### src/rtl/utfx_pkg.sv
// Shared types, format codes and encode helpers for the UTF transcoder.
`default_nettype none
package utfx_pkg;

   // Source format codes (code 3 decodes as UTF-32)
   localparam logic [1:0] SRC_UTF8  = 2'd0;
   localparam logic [1:0] SRC_UTF16 = 2'd1;
   localparam logic [1:0] SRC_UTF32 = 2'd2;

   // Target format codes
   localparam logic [1:0] TGT_UTF8  = 2'd0;
   localparam logic [1:0] TGT_UTF16 = 2'd1;
   localparam logic [1:0] TGT_UTF32 = 2'd2;
   localparam logic [1:0] TGT_RAW   = 2'd3;

   // Register index codes (taken from paddr[2])
   localparam logic REG_SOURCE = 1'b0;
   localparam logic REG_TARGET = 1'b1;

   // Job queue between front and back
   localparam int QUEUE_DEPTH = 2;

   typedef struct packed {
      logic [31:0] code_unit;
      logic        end_of_string;
   } req_type;

   typedef struct packed {
      logic [31:0] out_unit;
      logic        unit_valid;
      logic        last_of_run;
      logic        string_done;
      logic        decode_error;
   } rsp_type;

   // One classified input request: data units to encode plus an optional terminator
   typedef struct packed {
      logic [31:0] cp;          // code point to encode
      logic [2:0]  ndata;       // number of encoded units, 0..4
      logic        term;        // closing terminator result follows the data
      logic        term_valid;  // terminator carries unit_valid (raw error close)
      logic        err;         // terminator flags a decode error
      logic        raw_done;    // last data unit closes the string (raw target)
   } job_type;

   // Number of units the target form needs for one code point (0 = unencodable)
   function automatic logic [2:0] enc_count(input logic [31:0] cp, input logic [1:0] tgt);
      logic [2:0] n;
      n = 3'd0;
      case (tgt)
         TGT_UTF8: begin
            if (cp <= 32'h7F) n = 3'd1;
            else if (cp <= 32'h7FF) n = 3'd2;
            else if (cp <= 32'hFFFF) n = 3'd3;
            else if (cp <= 32'h10FFFF) n = 3'd4;
         end
         TGT_UTF16: begin
            if (cp < 32'hD800 || (cp >= 32'hE000 && cp <= 32'hFFFF)) n = 3'd1;
            else if (cp >= 32'h10000 && cp <= 32'h10FFFF) n = 3'd2;
         end
         default: n = 3'd1;
      endcase
      return n;
   endfunction

   // Byte i of an n-byte UTF-8 sequence
   function automatic logic [7:0] utf8_byte(input logic [31:0] cp, input logic [2:0] n,
                                            input logic [2:0] i);
      logic [7:0] b;
      case (n)
         3'd2: b = (i == 3'd0) ? {3'b110, cp[10:6]} : {2'b10, cp[5:0]};
         3'd3: begin
            case (i)
               3'd0:    b = {4'b1110, cp[15:12]};
               3'd1:    b = {2'b10, cp[11:6]};
               default: b = {2'b10, cp[5:0]};
            endcase
         end
         3'd4: begin
            case (i)
               3'd0:    b = {5'b11110, cp[20:18]};
               3'd1:    b = {2'b10, cp[17:12]};
               3'd2:    b = {2'b10, cp[11:6]};
               default: b = {2'b10, cp[5:0]};
            endcase
         end
         default: b = cp[7:0];
      endcase
      return b;
   endfunction

   // Unit i of the encoding of cp in the target form
   function automatic logic [31:0] enc_unit(input logic [31:0] cp, input logic [1:0] tgt,
                                            input logic [2:0] n, input logic [2:0] i);
      logic [31:0] u;
      logic [20:0] v;
      v = cp[20:0] - 21'h10000;
      case (tgt)
         TGT_UTF8: u = {24'd0, utf8_byte(cp, n, i)};
         TGT_UTF16: begin
            if (n == 3'd1) u = cp;
            else if (i == 3'd0) u = {16'd0, 6'b110110, v[19:10]};
            else u = {16'd0, 6'b110111, cp[9:0]};
         end
         default: u = cp;
      endcase
      return u;
   endfunction

endpackage
`default_nettype wire

### src/rtl/utfx_front.sv
// Front end: decodes source units into code points and classifies each request.
`default_nettype none
module utfx_front (
   input  wire                  clock,
   input  wire                  reset,
   input  wire                  src_clear,
   input  wire [1:0]            source_format,
   input  wire [1:0]            target_format,
   input  wire                  req_valid,
   output logic                 req_stall,
   input  utfx_pkg::req_type    req_data,
   input  wire                  q_full,
   output logic                 push,
   output utfx_pkg::job_type    job
);
   import utfx_pkg::*;

   logic [20:0] accum_ff, accum_in;
   logic [1:0]  remain_ff, remain_in;
   logic [9:0]  held_ff, held_in;
   logic        pend_ff, pend_in;
   logic        halted_ff, halted_in;

   logic        accept, eos, have, err, ended;
   logic [31:0] cp;
   logic [7:0]  b;
   logic [15:0] u;

   assign req_stall = q_full;
   assign accept    = req_valid & ~q_full;
   assign eos       = req_data.end_of_string;
   assign b         = req_data.code_unit[7:0];
   assign u         = req_data.code_unit[15:0];

   // Decode one unit and build the job
   always_comb begin
      accum_in  = accum_ff;
      remain_in = remain_ff;
      held_in   = held_ff;
      pend_in   = pend_ff;
      halted_in = halted_ff;
      have      = 1'b0;
      err       = 1'b0;
      ended     = 1'b0;
      cp        = 32'd0;
      job       = '0;
      push      = 1'b0;

      if (!halted_ff) begin
         case (source_format)
            SRC_UTF8: begin
               if (remain_ff != 2'd0) begin
                  accum_in  = {accum_ff[14:0], b[5:0]};
                  remain_in = remain_ff - 2'd1;
                  if (remain_ff == 2'd1) begin
                     cp   = {11'd0, accum_in};
                     have = 1'b1;
                  end
               end else if (b <= 8'h7F) begin
                  cp   = {24'd0, b};
                  have = 1'b1;
               end else if (b <= 8'hBF) begin
                  err = 1'b1;
               end else if (b <= 8'hDF) begin
                  accum_in  = {16'd0, b[4:0]};
                  remain_in = 2'd1;
               end else if (b <= 8'hEF) begin
                  accum_in  = {17'd0, b[3:0]};
                  remain_in = 2'd2;
               end else if (b <= 8'hF7) begin
                  accum_in  = {18'd0, b[2:0]};
                  remain_in = 2'd3;
               end else begin
                  err = 1'b1;
               end
               if (!err && eos && remain_in != 2'd0) err = 1'b1;
            end
            SRC_UTF16: begin
               if (pend_ff) begin
                  cp      = 32'h0001_0000 + {12'd0, held_ff, u[9:0]};
                  pend_in = 1'b0;
                  have    = 1'b1;
               end else if (u < 16'hD800 || u > 16'hDFFF) begin
                  cp   = {16'd0, u};
                  have = 1'b1;
               end else begin
                  held_in = u[9:0];
                  pend_in = 1'b1;
               end
               if (eos && pend_in) err = 1'b1;
            end
            default: begin
               cp   = req_data.code_unit;
               have = 1'b1;
            end
         endcase

         // Classify into data units and terminator
         job.cp = cp;
         if (err) begin
            job.term       = 1'b1;
            job.term_valid = (target_format == TGT_RAW);
            job.err        = 1'b1;
            ended          = 1'b1;
         end else if (have && target_format != TGT_RAW && cp == 32'd0) begin
            job.term = 1'b1;
            ended    = 1'b1;
         end else begin
            job.ndata = have ? enc_count(cp, target_format) : 3'd0;
            if (eos) begin
               if (target_format == TGT_RAW && job.ndata != 3'd0) job.raw_done = 1'b1;
               else job.term = 1'b1;
               ended = 1'b1;
            end
         end
         push = accept && (job.ndata != 3'd0 || job.term);
      end

      // End of string or early end drops any partial sequence
      if (eos) begin
         accum_in  = '0;
         remain_in = '0;
         held_in   = '0;
         pend_in   = 1'b0;
         halted_in = 1'b0;
      end else if (ended) begin
         accum_in  = '0;
         remain_in = '0;
         held_in   = '0;
         pend_in   = 1'b0;
         halted_in = 1'b1;
      end
   end

   // Decoder state
   always_ff @(posedge clock) begin
      if (reset) begin
         accum_ff  <= '0;
         remain_ff <= '0;
         held_ff   <= '0;
         pend_ff   <= 1'b0;
         halted_ff <= 1'b0;
      end else if (src_clear) begin
         accum_ff  <= '0;
         remain_ff <= '0;
         held_ff   <= '0;
         pend_ff   <= 1'b0;
      end else if (accept) begin
         accum_ff  <= accum_in;
         remain_ff <= remain_in;
         held_ff   <= held_in;
         pend_ff   <= pend_in;
         halted_ff <= halted_in;
      end
   end

endmodule
`default_nettype wire

### src/rtl/utfx_queue.sv
// Short job queue decoupling the front end from the back end.
`default_nettype none
module utfx_queue (
   input  wire                  clock,
   input  wire                  reset,
   input  wire                  push,
   input  utfx_pkg::job_type    push_job,
   input  wire                  pop,
   output logic                 full,
   output logic                 head_valid,
   output utfx_pkg::job_type    head_job
);
   import utfx_pkg::*;

   localparam int PtrW = $clog2(QUEUE_DEPTH);

   job_type                 slot_ff [QUEUE_DEPTH];
   logic [PtrW-1:0]         wr_ff, wr_in;
   logic [PtrW-1:0]         rd_ff, rd_in;
   logic [PtrW:0]           count_ff, count_in;
   logic                    do_pop;

   assign full       = (count_ff == (PtrW+1)'(QUEUE_DEPTH));
   assign head_valid = (count_ff != '0);
   assign head_job   = slot_ff[rd_ff];
   assign do_pop     = pop & head_valid;

   // Pointer and fill count update
   always_comb begin
      wr_in    = (push && wr_ff == PtrW'(QUEUE_DEPTH - 1)) ? '0 : wr_ff + PtrW'(push);
      rd_in    = (do_pop && rd_ff == PtrW'(QUEUE_DEPTH - 1)) ? '0 : rd_ff + PtrW'(do_pop);
      count_in = count_ff + (PtrW+1)'(push) - (PtrW+1)'(do_pop);
   end

   always_ff @(posedge clock) begin
      if (reset) begin
         wr_ff    <= '0;
         rd_ff    <= '0;
         count_ff <= '0;
      end else begin
         wr_ff    <= wr_in;
         rd_ff    <= rd_in;
         count_ff <= count_in;
      end
   end

   // Job storage
   always_ff @(posedge clock) begin
      if (push) slot_ff[wr_ff] <= push_job;
   end

endmodule
`default_nettype wire

### src/rtl/utfx_back.sv
// Back end: steps through a job's units and drives the registered response.
`default_nettype none
module utfx_back (
   input  wire                  clock,
   input  wire                  reset,
   input  wire [1:0]            target_format,
   input  wire                  head_valid,
   input  utfx_pkg::job_type    head_job,
   output logic                 pop,
   output logic                 rsp_valid,
   input  wire                  rsp_stall,
   output utfx_pkg::rsp_type    rsp_data
);
   import utfx_pkg::*;

   logic [2:0] idx_ff, idx_in;
   logic       valid_ff;
   rsp_type    rsp_ff, rsp_in;
   logic       load, is_last, is_data;
   logic [2:0] total;

   assign total   = head_job.ndata + 3'(head_job.term);
   assign is_last = (idx_ff == total - 3'd1);
   assign is_data = (idx_ff < head_job.ndata);
   assign load    = head_valid && (!valid_ff || !rsp_stall);
   assign pop     = load && is_last;

   // Next response: data unit or terminator
   always_comb begin
      rsp_in = '0;
      if (is_data) begin
         rsp_in.out_unit    = enc_unit(head_job.cp, target_format, head_job.ndata, idx_ff);
         rsp_in.unit_valid  = 1'b1;
         rsp_in.string_done = head_job.raw_done && is_last;
      end else begin
         rsp_in.unit_valid   = head_job.term_valid;
         rsp_in.string_done  = 1'b1;
         rsp_in.decode_error = head_job.err;
      end
      rsp_in.last_of_run = is_last;
      idx_in = pop ? 3'd0 : idx_ff + 3'd1;
   end

   // Unit counter and output valid
   always_ff @(posedge clock) begin
      if (reset) begin
         idx_ff   <= '0;
         valid_ff <= 1'b0;
      end else begin
         if (load) idx_ff <= idx_in;
         if (load) valid_ff <= 1'b1;
         else if (!rsp_stall) valid_ff <= 1'b0;
      end
   end

   // Output payload
   always_ff @(posedge clock) begin
      if (load) rsp_ff <= rsp_in;
   end

   assign rsp_valid = valid_ff;
   assign rsp_data  = rsp_ff;

endmodule
`default_nettype wire

### src/rtl/utf_transcoder.sv
// Top level of the UTF-8/16/32 transcoder: config registers, front, queue, back.
//
//   channel   direction  handshake               payload
//   req_*     in         req_valid / req_stall    req_type (code_unit, end_of_string)
//   rsp_*     out        rsp_valid / rsp_stall    rsp_type (out_unit and flags)
//   config    in/out     psel/penable/pwrite      source_format @0x0, target_format @0x4
//
// Each request is decoded and classified in the cycle it is accepted; the back end
// then emits one response per cycle unless rsp_stall holds it, 0 to 5 responses per
// request (one per encoded unit plus a terminator; none for ignored or partial
// units), so single-unit requests stream at one per cycle while rsp_stall is low.
// Request stall rises only when the two-entry job queue is full.
// Synchronous active-high reset; no clearing pass is needed.
`default_nettype none
module utf_transcoder (
   input  wire                  clock,
   input  wire                  reset,
   input  wire                  req_valid,
   output logic                 req_stall,
   input  utfx_pkg::req_type    req_data,
   output logic                 rsp_valid,
   input  wire                  rsp_stall,
   output utfx_pkg::rsp_type    rsp_data,
   input  wire                  psel,
   input  wire                  penable,
   input  wire                  pwrite,
   input  wire  [2:0]           paddr,
   input  wire  [31:0]          pwdata,
   output logic [31:0]          prdata,
   output logic                 pready
);
   import utfx_pkg::*;

   logic [1:0] source_ff, target_ff;
   logic       cfg_wr, src_clear;
   logic       push, pop, q_full, head_valid;
   job_type    push_job, head_job;

   // Configuration registers
   assign pready    = 1'b1;
   assign cfg_wr    = psel & penable & pwrite;
   assign src_clear = cfg_wr && (paddr[2] == REG_SOURCE);

   always_ff @(posedge clock) begin
      if (reset) begin
         source_ff <= SRC_UTF8;
         target_ff <= TGT_UTF16;
      end else if (cfg_wr) begin
         if (paddr[2] == REG_SOURCE) source_ff <= pwdata[1:0];
         else target_ff <= pwdata[1:0];
      end
   end

   assign prdata = (paddr[2] == REG_TARGET) ? {30'd0, target_ff} : {30'd0, source_ff};

   utfx_front u_front (
      .clock         (clock),
      .reset         (reset),
      .src_clear     (src_clear),
      .source_format (source_ff),
      .target_format (target_ff),
      .req_valid     (req_valid),
      .req_stall     (req_stall),
      .req_data      (req_data),
      .q_full        (q_full),
      .push          (push),
      .job           (push_job)
   );

   utfx_queue u_queue (
      .clock      (clock),
      .reset      (reset),
      .push       (push),
      .push_job   (push_job),
      .pop        (pop),
      .full       (q_full),
      .head_valid (head_valid),
      .head_job   (head_job)
   );

   utfx_back u_back (
      .clock         (clock),
      .reset         (reset),
      .target_format (target_ff),
      .head_valid    (head_valid),
      .head_job      (head_job),
      .pop           (pop),
      .rsp_valid     (rsp_valid),
      .rsp_stall     (rsp_stall),
      .rsp_data      (rsp_data)
   );

`ifndef ASSERT_OFF
   // A decode error always closes the string on the request's final response
   a_err_closes: assert property (@(posedge clock) disable iff (reset)
      rsp_valid && rsp_data.decode_error |-> rsp_data.string_done && rsp_data.last_of_run)
      else $error("decode error response does not close the string");

   // A response without data is a terminator
   a_term_done: assert property (@(posedge clock) disable iff (reset)
      rsp_valid && !rsp_data.unit_valid |-> rsp_data.string_done && rsp_data.out_unit == 32'd0)
      else $error("dataless response is not a clean terminator");

   // Queue never takes a job while full
   a_no_overflow: assert property (@(posedge clock) disable iff (reset)
      q_full |-> !push)
      else $error("job queue overflow");
`endif

endmodule
`default_nettype wire
### config.mk
export PLATFORM = sky130hd
export DESIGN_NAME = utf_transcoder
export DESIGN_NICKNAME = d
export VERILOG_FILES = /design/src/rtl/utfx_pkg.sv /design/src/rtl/utfx_front.sv /design/src/rtl/utfx_queue.sv /design/src/rtl/utfx_back.sv /design/src/rtl/utf_transcoder.sv
export SDC_FILE = /design/constraint.sdc
export NUM_CORES = 1
export LEC_CHECK = 0
export BUFFER_PORTS_ARGS = -buffer_cell sky130_fd_sc_hd__buf_4
export CAP_MARGIN = 20
export CORE_MARGIN = 5
export CORE_UTILIZATION = 25
export CTS_CLUSTER_SIZE = 24
export DETAILED_ROUTE_END_ITERATION = 16
export PLACE_DENSITY = 0.53
export SLEW_MARGIN = 5
export SYNTH_ARGS = -nofsm -noshare
export SYNTH_HDL_FRONTEND = slang
export SYNTH_SLANG_ARGS = --single-unit
### constraint.sdc
create_clock -name clock -period 11.8 [get_ports clock]
set_input_delay 1.77 -clock clock [delete_from_list [all_inputs] [get_ports clock]]
set_output_delay 1.77 -clock clock [all_outputs]
set_load 0.03 [all_outputs]
# Word level (Yosys, flattened, before mapping)
# Memories as Yosys holds them, arrays and structs flattened. A register that Yosys moved wholly into a read port is not among the register bits.
# Index checks and enable logic that the tools add are counted.
[word_totals]
register_bits = 77
ram_bits = 78
elab_cells = 222
mem_count = 1
out_inout_bits = 71
in_bits = 75
[op_classes]
reduce_logical = 45
add_sub_neg = 10
bitwise = 7
magnitude_cmp = 15
eq_ne = 19
muxes = 108
[mem_list]
columns = ["name", "words", "width", "rd", "rd_ports_with_merged_regs", "wr", "line", "source"]
rows = [
  ["u_queue.slot_ff", 2, 39, 1, 1, 1, "utfx_queue.sv:17", "job_type slot_ff [QUEUE_DEPTH];"],
]
[op_table]
columns = ["cell", "n"]
rows = [
  ["two-way mux 15 bit", 10],
  ["two-way mux 32 bit", 4],
  ["case mux 32 bit (2 select lines)", 2],
  ["two-way mux 10 bit", 6],
  ["two-way mux 1 bit", 46],
  ["two-way mux 3 bit", 13],
  ["two-way mux 39 bit", 1],
  ["greater-or-equal comparator 32 x 16 -> 1 bit (second input constant)", 1],
  ["greater-or-equal comparator 32 x 17 -> 1 bit (second input constant)", 1],
  ["<= comparator 32 x 11 -> 1 bit (second input constant)", 1],
  ["<= comparator 32 x 16 -> 1 bit (second input constant)", 1],
  ["<= comparator 32 x 21 -> 1 bit (second input constant)", 1],
  ["<= comparator 32 x 7 -> 1 bit (second input constant)", 1],
  ["<= comparator 8 bit (second input constant)", 4],
  ["zero test 32 bit", 1],
  ["< comparator 32 x 16 -> 1 bit (second input constant)", 1],
  ["two-way mux 2 bit", 15],
  ["case mux 8 bit (3 select lines)", 1],
  ["adder 17 x 20 -> 21 bit (first input constant)", 1],
  ["two-way mux 21 bit", 1],
  ["case mux 7 bit (3 select lines)", 1],
  ["subtractor 20 x 17 -> 20 bit (second input constant)", 1],
  ["> comparator 16 bit (second input constant)", 1],
  ["< comparator 16 bit (second input constant)", 1],
  ["other kinds (42)", 88],
]

# Logic depth before layout (Yosys ltp)
# Gate-level depths: netlist of run 1.
[logic_depth]
ltp_word = 30
depth_mapped = 17
ltp_nobuf = 14

# Modules after synthesis
# A second synthesis of run 1 with hierarchy kept.
[hier_totals]
cells_unflattened = 734
hier_area_um2 = 8285.4
[modules_own_cells]
columns = ["mod", "cells_per_inst", "area_each_um2", "seq_area_each_um2", "n_inst"]
rows = [
  ["utfx_queue", 142, 3030.4, 2422.3, 1],
  ["utfx_back", 249, 2531.2, 1161.1, 1],
  ["utfx_front", 290, 2272.2, 580.6, 1],
  ["utf_transcoder", 53, 451.7, 80.1, 1],
]

# Worst setup path before layout of run 1
# OpenSTA, ideal clock, no wires.
[synth_path]
path_type = "input to register"
start = "input port req_data[17] (netlist bit)"
end = "memory u_queue.slot_ff[1][0] (netlist bit), enable pin"
slack_ns = 6.633
n_path_buf = 0
path_stages = 7
required_time_ns = 11.399
arrival_ns = 4.766
path_cell_list = "a221o_1 or3_4 or3_4 nor4_1 nor3_1 a31oi_1 ha_1"
[synth_between]
elab_chain_cells = 24
elab_cells_between_ends = 41
cone_classes = "7 x order compare; 24 x mux; 10 x reduce/logical"
[synth_lines]
columns = ["element", "line", "source"]
rows = [
  ["from (decl)", "utf_transcoder.sv:20", "input utfx_pkg::req_type req_data,"],
  ["case mux 32 bit (2 select lines) *", "utfx_front.sv:50", "case (source_format)"],
  ["two-way mux 32 bit *", "utfx_front.sv:49", "if (!halted_ff) begin"],
  ["<= comparator 32 x 21 -> 1 bit", "utfx_pkg.sv:55, utfx_pkg.sv:59", ""],
  ["two-way mux 3 bit", "utfx_pkg.sv:55", "else if (cp <= 32'h10FFFF) n = 3'd4;"],
  ["two-way mux 3 bit", "utfx_pkg.sv:54", "else if (cp <= 32'hFFFF) n = 3'd3;"],
  ["two-way mux 3 bit", "utfx_pkg.sv:53", "else if (cp <= 32'h7FF) n = 3'd2;"],
  ["two-way mux 3 bit", "utfx_pkg.sv:52", "if (cp <= 32'h7F) n = 3'd1;"],
  ["case mux 3 bit (2 select lines)", "utfx_pkg.sv:50", "case (tgt)"],
  ["(+8 left out)", "n/a", ""],
  ["two-way mux 1 bit", "utfx_front.sv:105", "end else if (have && target_format != TGT_RAW && cp == 32'd0) begin"],
  ["two-way mux 1 bit", "utfx_front.sv:100", "if (err) begin"],
  ["two-way mux 1 bit", "utfx_front.sv:49", ""],
  ["logical OR 1 bit *", "utfx_front.sv:116", "push = accept && (job.ndata != 3'd0 || job.term);"],
  ["logical AND 1 bit *", "utfx_front.sv:116", ""],
  ["two-way mux 1 bit *", "utfx_front.sv:49", ""],
  ["two-way mux 1 bit *", "utfx_queue.sv:49", "if (push) slot_ff[wr_ff] <= push_job;"],
  ["two-way mux 1 bit (not written as such) *", "utfx_queue.sv:49", ""],
  ["to (decl)", "utfx_queue.sv:17", ""],
]
# Mark *: on every way between the ends. The rest lies on a longest branch, timed or not. The select of a mux whose other input is x is not followed.

# Worst setup path after layout of run 1
[layout_path]
start = "input port req_data[17] (netlist bit)"
end = "memory u_queue.slot_ff[0][15] (netlist bit), enable pin"
# The elaborated chain is that of the path after synthesis.

==> flow_summary.ini, run 1 <==
[outcome]
status = complete, no violations

[synth]
synth_flop_cell = edfxtp_1
synthArstFlopShare_pct = 0
ys_ff_latch = 155
avgSynthCellArea_um2 = 10.5
yosysSeqAreaShare_pct = 52.3
ys.warnings.count = 0
synth_edf_count = 114
ys_types = 69
syn-cell-area_mm2 = 0.00811
syn_inst = 771

[drt]
vias = 6153
routed_via_density = 4.75
firstDrtPassIters = 7
drc = 0
routed_wl_um = 22500
postRouteAntennaNets = 0
routedWlPerCell_um = 17.3
drt_iter0_drc = 613

[placed_design]
dp.cells = 1263
place_congestion = 0.886
dpl.hpwl_um = 16500
port-buffer-count = 82
dpl_worst_slack_ns = 6.00

[sta]
whs_ns = 0.464
period_needed_ns = 5.27
fin_ws_ns = 6.53
rsz0062_at_grt = false
hold_violations = 0
setup_tns_ns = 0
relSlewSlack_pct = 30.9
fin_skew_ns = 0.0100
worst_pin_slew_ns = 1.03
timing.final.crit_share_pct = 44.7
drv_slew = 0
setup_viol = 0
fmax_mhz = 190

[die]
start_util_pct = 25.1
rows = 66
die_y_um = 190
die-area_mm2 = 0.0361
die_w_um = 190
ios = 146
coreArea_mm2 = 0.0323

[worst_setup_path]
worstReg2RegStart = source_ff[1]
crit_path_max_fanout = 28
critPathLaunch = req_data[17]
crit_end = u_queue.slot_ff[0][15]
required_ns = 11.89
endpoint_kind = register
r2r_slack_ns = 6.77
crit_arrival_ns = 5.36
r2r-end = u_queue.slot_ff[0][15]
reg2regPathDepth = 10
worst_setup_path_start_kind = input pin
critPathKind = in -> reg

[global_routing]
grt_start_max_net_pins = 32
grt_pass1_wl_um = 34700
antenna_found_initial = 0
grt_usage_pct = 12.3
grt_overflow_total = 0
grt_pass1_vias = 5892

[cts]
cts_buffers = 17
cts_setup_buffers = 0
clockBufferDepth = 2
numClockSinks = 155
cts_resized = 0
cts_hold_buf = 0
insertion_delay_ns = 0.43
clock-root-buffer = clkbuf_16
cts_max_level = 4
cts_tree = done
clkTransAtPathRegs_ns = 0.07

[job]
drv_cap = 0

[pwr]
cellLeakagePower_nw = 3.54
peakVddDrop_mv = 0.0869
p_per_area_mw_per_mm2 = 220

[final_layout]
synthToLayoutAreaGrowth_pct = 19.3
fin_nets = 930
final_cells = 1295
num_antenna_cells = 0
fin_util_pct = 30.0
fillers = 3389
drive_gt1_share_pct = 17.6

[hold_path]
min_path_type = reg -> reg
[layout make-up]
class,instances,area [um^2],area share [%]
sequential,155,4250,43.9
tap,442,553,5.72
multi-input combinational,549,3480,36.0
clock inverter,14,184,1.90
timing repair buffer,91,683,7.06
inverter,26,97.6,1.01
clock buffer,18,429,4.44
[worst min-delay path by stage]
stage | startpoint | cells past startpoint | slack, ns | end
final | u_front.accum_ff[13] | 2 | 0.46 | u_front.accum_ff[13]
after global routing | u_front.accum_ff[9] | 2 | 0.48 | u_front.accum_ff[9]
after global placement | u_front.accum_ff[13] | 2 | 0.45 | u_front.accum_ff[13]
after detailed placement | u_front.accum_ff[9] | 2 | 0.46 | u_front.accum_ff[9]
after CTS | u_front.accum_ff[9] | 2 | 0.47 | u_front.accum_ff[9]
after floorplan | u_front.accum_ff[13] | 2 | 0.44 | u_front.accum_ff[13]
[critical path: stages]
cell     delay (ns)
buf_4          0.12
a221o_1        0.33
or3_4          0.42
or3_4          0.40
nor4_1         0.49
nor3_1         0.27
a31oi_1        0.45
ha_1           0.63
buf_4          0.46
[sequential cells by signal, indices dropped and copies added, names as in the netlist]
register and count:
u_queue.slot_ff 78, u_back.rsp_data 36, u_front.accum_ff 15, u_front.held_ff 10, u_back.idx_ff 3, source_ff 2
target_ff 2, u_front.remain_ff 2, u_queue.count_ff 2, u_back.rsp_valid 1, u_front.halted_ff 1, u_front.pend_ff 1
u_queue.rd_ff 1, u_queue.wr_ff 1
[layer usage]
metal	up-vias	share of wire (%)	track usage [%]
met1	2955	47	17.2
met5	-	0	0
met2	217	45	18.7
li1	2947	-	-
met4	0	1.9	4.01
met3	34	6.0	3.01
[cells in the final DEF, fill, tap and decap left out, drive strengths merged, types with 16 or more instances in the layout]
cell    netlist  final
edfxtp      114    114
buf          42     91
nor2         87     87
mux2i        50     50
nand2        47     47
dfxtp        41     41
o21ai        41     41
a21oi        38     38
conb          2     31
inv          25     30
nand3        29     29
clkbuf       28     18
nor3         16     16
[cell families (layout without fill, tap and decap cells)]
| family | count (synthesis) | count (layout) | synth area share, % |
|---|---|---|---|
| AOI/OAI and AO/OA | 173 | 173 | 14.7 |
| xor gates and xnor gates | 10 | 10 | 1.08 |
| and+or+nand+nor | 263 | 263 | 16.2 |
| adders and majority gates | 15 | 15 | 2.31 |
| buffers and inverters | 96 | 149 | 6.11 |
| muxes | 57 | 57 | 7.14 |
| other | 2 | 31 | 0.0926 |
| DFF | 155 | 155 | 52.3 |
[report_power, final]
| group | internal [mW] | total (mW) | switching (mW) |
|---|---|---|---|
| clock | 0.337 | 0.571 | 0.234 |
| combinational | 0.255 | 0.770 | 0.515 |
| sequential | 0.743 | 0.791 | 0.0483 |
[synth_stat cells (6+ instances only)]
library cell,number,area [um^2]
ha_1,15,188
mux2i_1,50,500
mux2_2,7,78.8
o221ai_1,8,70.1
and2_1,15,93.8
buf_1,6,22.5
and3_1,11,68.8
buf_4,31,233
a22oi_1,9,67.6
a21oi_1,38,190
edfxtp_1,114,3420
nand2b_1,15,93.8
o22ai_1,13,81.3
dfxtp_1,41,821
clkbuf_1,28,105
o21ai_2,8,70.1
nor3_1,16,80.1
o211ai_1,8,60.1
inv_1,25,93.8
nor2b_1,11,68.8
xnor2_1,6,52.6
nor4_1,6,37.5
nor2_1,87,327
o21ai_0,32,160
nand2_1,47,176
nand3_1,29,145
a31oi_1,8,50.1
[through the flow]
stage | total power, mW | cell area, um^2
6_report | 2.13 | 9670
5_1_grt | 2.25 | 9670
4_1_cts | 2.15 | 9670
3_5_place_dp | 1.58 | 9060
3_3_place_gp | 1.57 | 9060
2_1_floorplan | 1.33 | 8220
Note: power is estimated with default switching activity, not from simulation.
==> run 2, diff against run 1 <==
PLACE_DENSITY = 0.55   (was 0.53)
clock period = 4.6 ns   (was 11.8 ns; I/O delays follow)
==> flow_summary.ini, run 2 (synthesis gave the netlist of run 1 again) <==
[hold_path]
hold_depth = 2
hold_start = u_front.accum_ff[9]
min_to = u_front.accum_ff[9]
min_path_type = reg -> reg

[drt]
routedWlPerCell_um = 17.0
firstDrtPassIters = 5
drt_iter0_drc = 552
vias = 6099
drc = 0
postRouteAntennaNets = 0
routed_via_density = 4.68
routed_wl_um = 22100

[die]
die_w_um = 190
start_util_pct = 25.1
die_y_um = 190
coreArea_mm2 = 0.0323
die-area_mm2 = 0.0361
ios = 146
rows = 66

[sta]
worst_pin_slew_ns = 1.09
setup_viol = 0
timing.final.crit_share_pct = 85.9
hold_violations = 0
fin_skew_ns = 0.0116
rsz0062_at_grt = false
fmax_mhz = 253
period_needed_ns = 3.95
relSlewSlack_pct = 26.8
setup_tns_ns = 0
drv_slew = 0

[cts]
insertion_delay_ns = 0.42
clock-root-buffer = clkbuf_16
clockBufferDepth = 2
cts_tree = done
clkTransAtPathRegs_ns = 0.06
cts_buffers = 17
cts_setup_buffers = 0
cts_resized = 0
cts_max_level = 4
numClockSinks = 155
cts_hold_buf = 0

[worst_setup_path]
cpMostUsedCell = buf_4
crit_arrival_ns = 4.03
critPathKind = reg -> reg
crit_path_max_fanout = 28
worst_setup_path_start_kind = register
worstReg2RegStart = u_front.remain_ff[1]
path_cells = nor4b_2 > buf_4 > a22oi_1 > o21ai_0 > or3_4 > nor4_1 > nor3_1 > a31oi_1 > ha_1 > buf_4
reg2regPathDepth = 10
endpoint_kind = register
required_ns = 4.67
slowest_stage = dfxtp_1
critPathMaxStageDelay_ns = 0.59
critPathBufInv = 2
r2r_slack_ns = 0.65
critPathTopFamily = simple AND/OR/NAND/NOR gates
r2r-end = u_queue.slot_ff[1][10]

[final_layout]
layout_commonest_cell = edfxtp_1
fin_nets = 939
fin_util_pct = 30.1
synthToLayoutAreaGrowth_pct = 19.8
layout_common_cells = 114 x edfxtp_1, 99 x buf_4, 87 x nor2_1
num_antenna_cells = 0
largest_register = u_queue.slot_ff
largest_reg_flops = 78
final_cells = 1304
drive_gt1_share_pct = 18.3

[global_routing]
grt_pass1_wl_um = 33900
grt_start_max_net_pins = 40
grt_pass1_vias = 5903
grt_overflow_total = 0
antenna_found_initial = 0
grt_usage_pct = 12.0

[outcome]
status = complete, no violations

[placed_design]
place_congestion = 0.886
dpl.hpwl_um = 16400
port-buffer-count = 82
dp.cells = 1272

[pwr]
peakVddDrop_mv = 0.246
cellLeakagePower_nw = 3.58
p_per_area_mw_per_mm2 = 555

[job]
drv_cap = 0
[run 2: final cells by class]
cell class	instances	area, um^2
timing repair buffer	100	763
sequential	155	4250
clock inverter	15	149
inverter	26	97.6
tap	442	553
fill	3354	22600
clock buffer	17	425
multi-input combinational	549	3480
[run 2: layer usage]
layer,GRT usage [%],up-vias,wire length (um)
met3,3.06,21,1350
met4,3.62,0,284
met2,18.3,197,9990
met5,0,-,0
met1,16.8,2923,10500
li1,-,2958,-
[run 2: worst max path at each step]
stage | startpoint | endpoint | slack (ns) | cells after the start
finish | u_front.remain_ff[1] | u_queue.slot_ff[1][10] | 0.65 | 10
global route | source_ff[1] | u_queue.slot_ff[1][22] | 0.33 | 10
CTS | u_front.remain_ff[1] | u_queue.slot_ff[1][10] | 0.63 | 10
detailed placement | req_data[17] | u_queue.slot_ff[1][9] | 0.52 | 9
global placement | req_data[17] | u_queue.slot_ff[1][7] | 0.55 | 9
floorplan | u_queue.rd_ff | u_queue.count_ff[1] | 0.38 | 17
[run 2: through the flow]
| step | power, mW | worst slack [ns] | area (um^2) | hold slack [ns] |
|---|---|---|---|---|
| final | 5.39 | 0.648 | 9710 | 0.467 |
| after global routing | 5.69 | 0.326 | 9710 | 0.482 |
| after CTS | 5.46 | 0.633 | 9710 | 0.468 |
| after detailed placement | 4.07 | 0.518 | 9140 | 0.459 |
| after global placement | 4.06 | 0.553 | 9140 | 0.451 |
| after floorplan | 3.40 | 0.375 | 8220 | 0.439 |
[run 2: tightest hold or removal path, cell delays in order (launching register included)]
cell and delay [ns]:
dfxtp_1 0.31, nand2_1 0.07, o21ai_2 0.05
[run 2: power breakdown]
part / internal [mW] / total, mW / switching (mW)
sequential: 1.90 / 2.00 / 0.0968
clock: 0.799 / 1.37 / 0.570
combinational: 0.681 / 2.02 / 1.34
total: 3.38 / 5.39 / 2.00
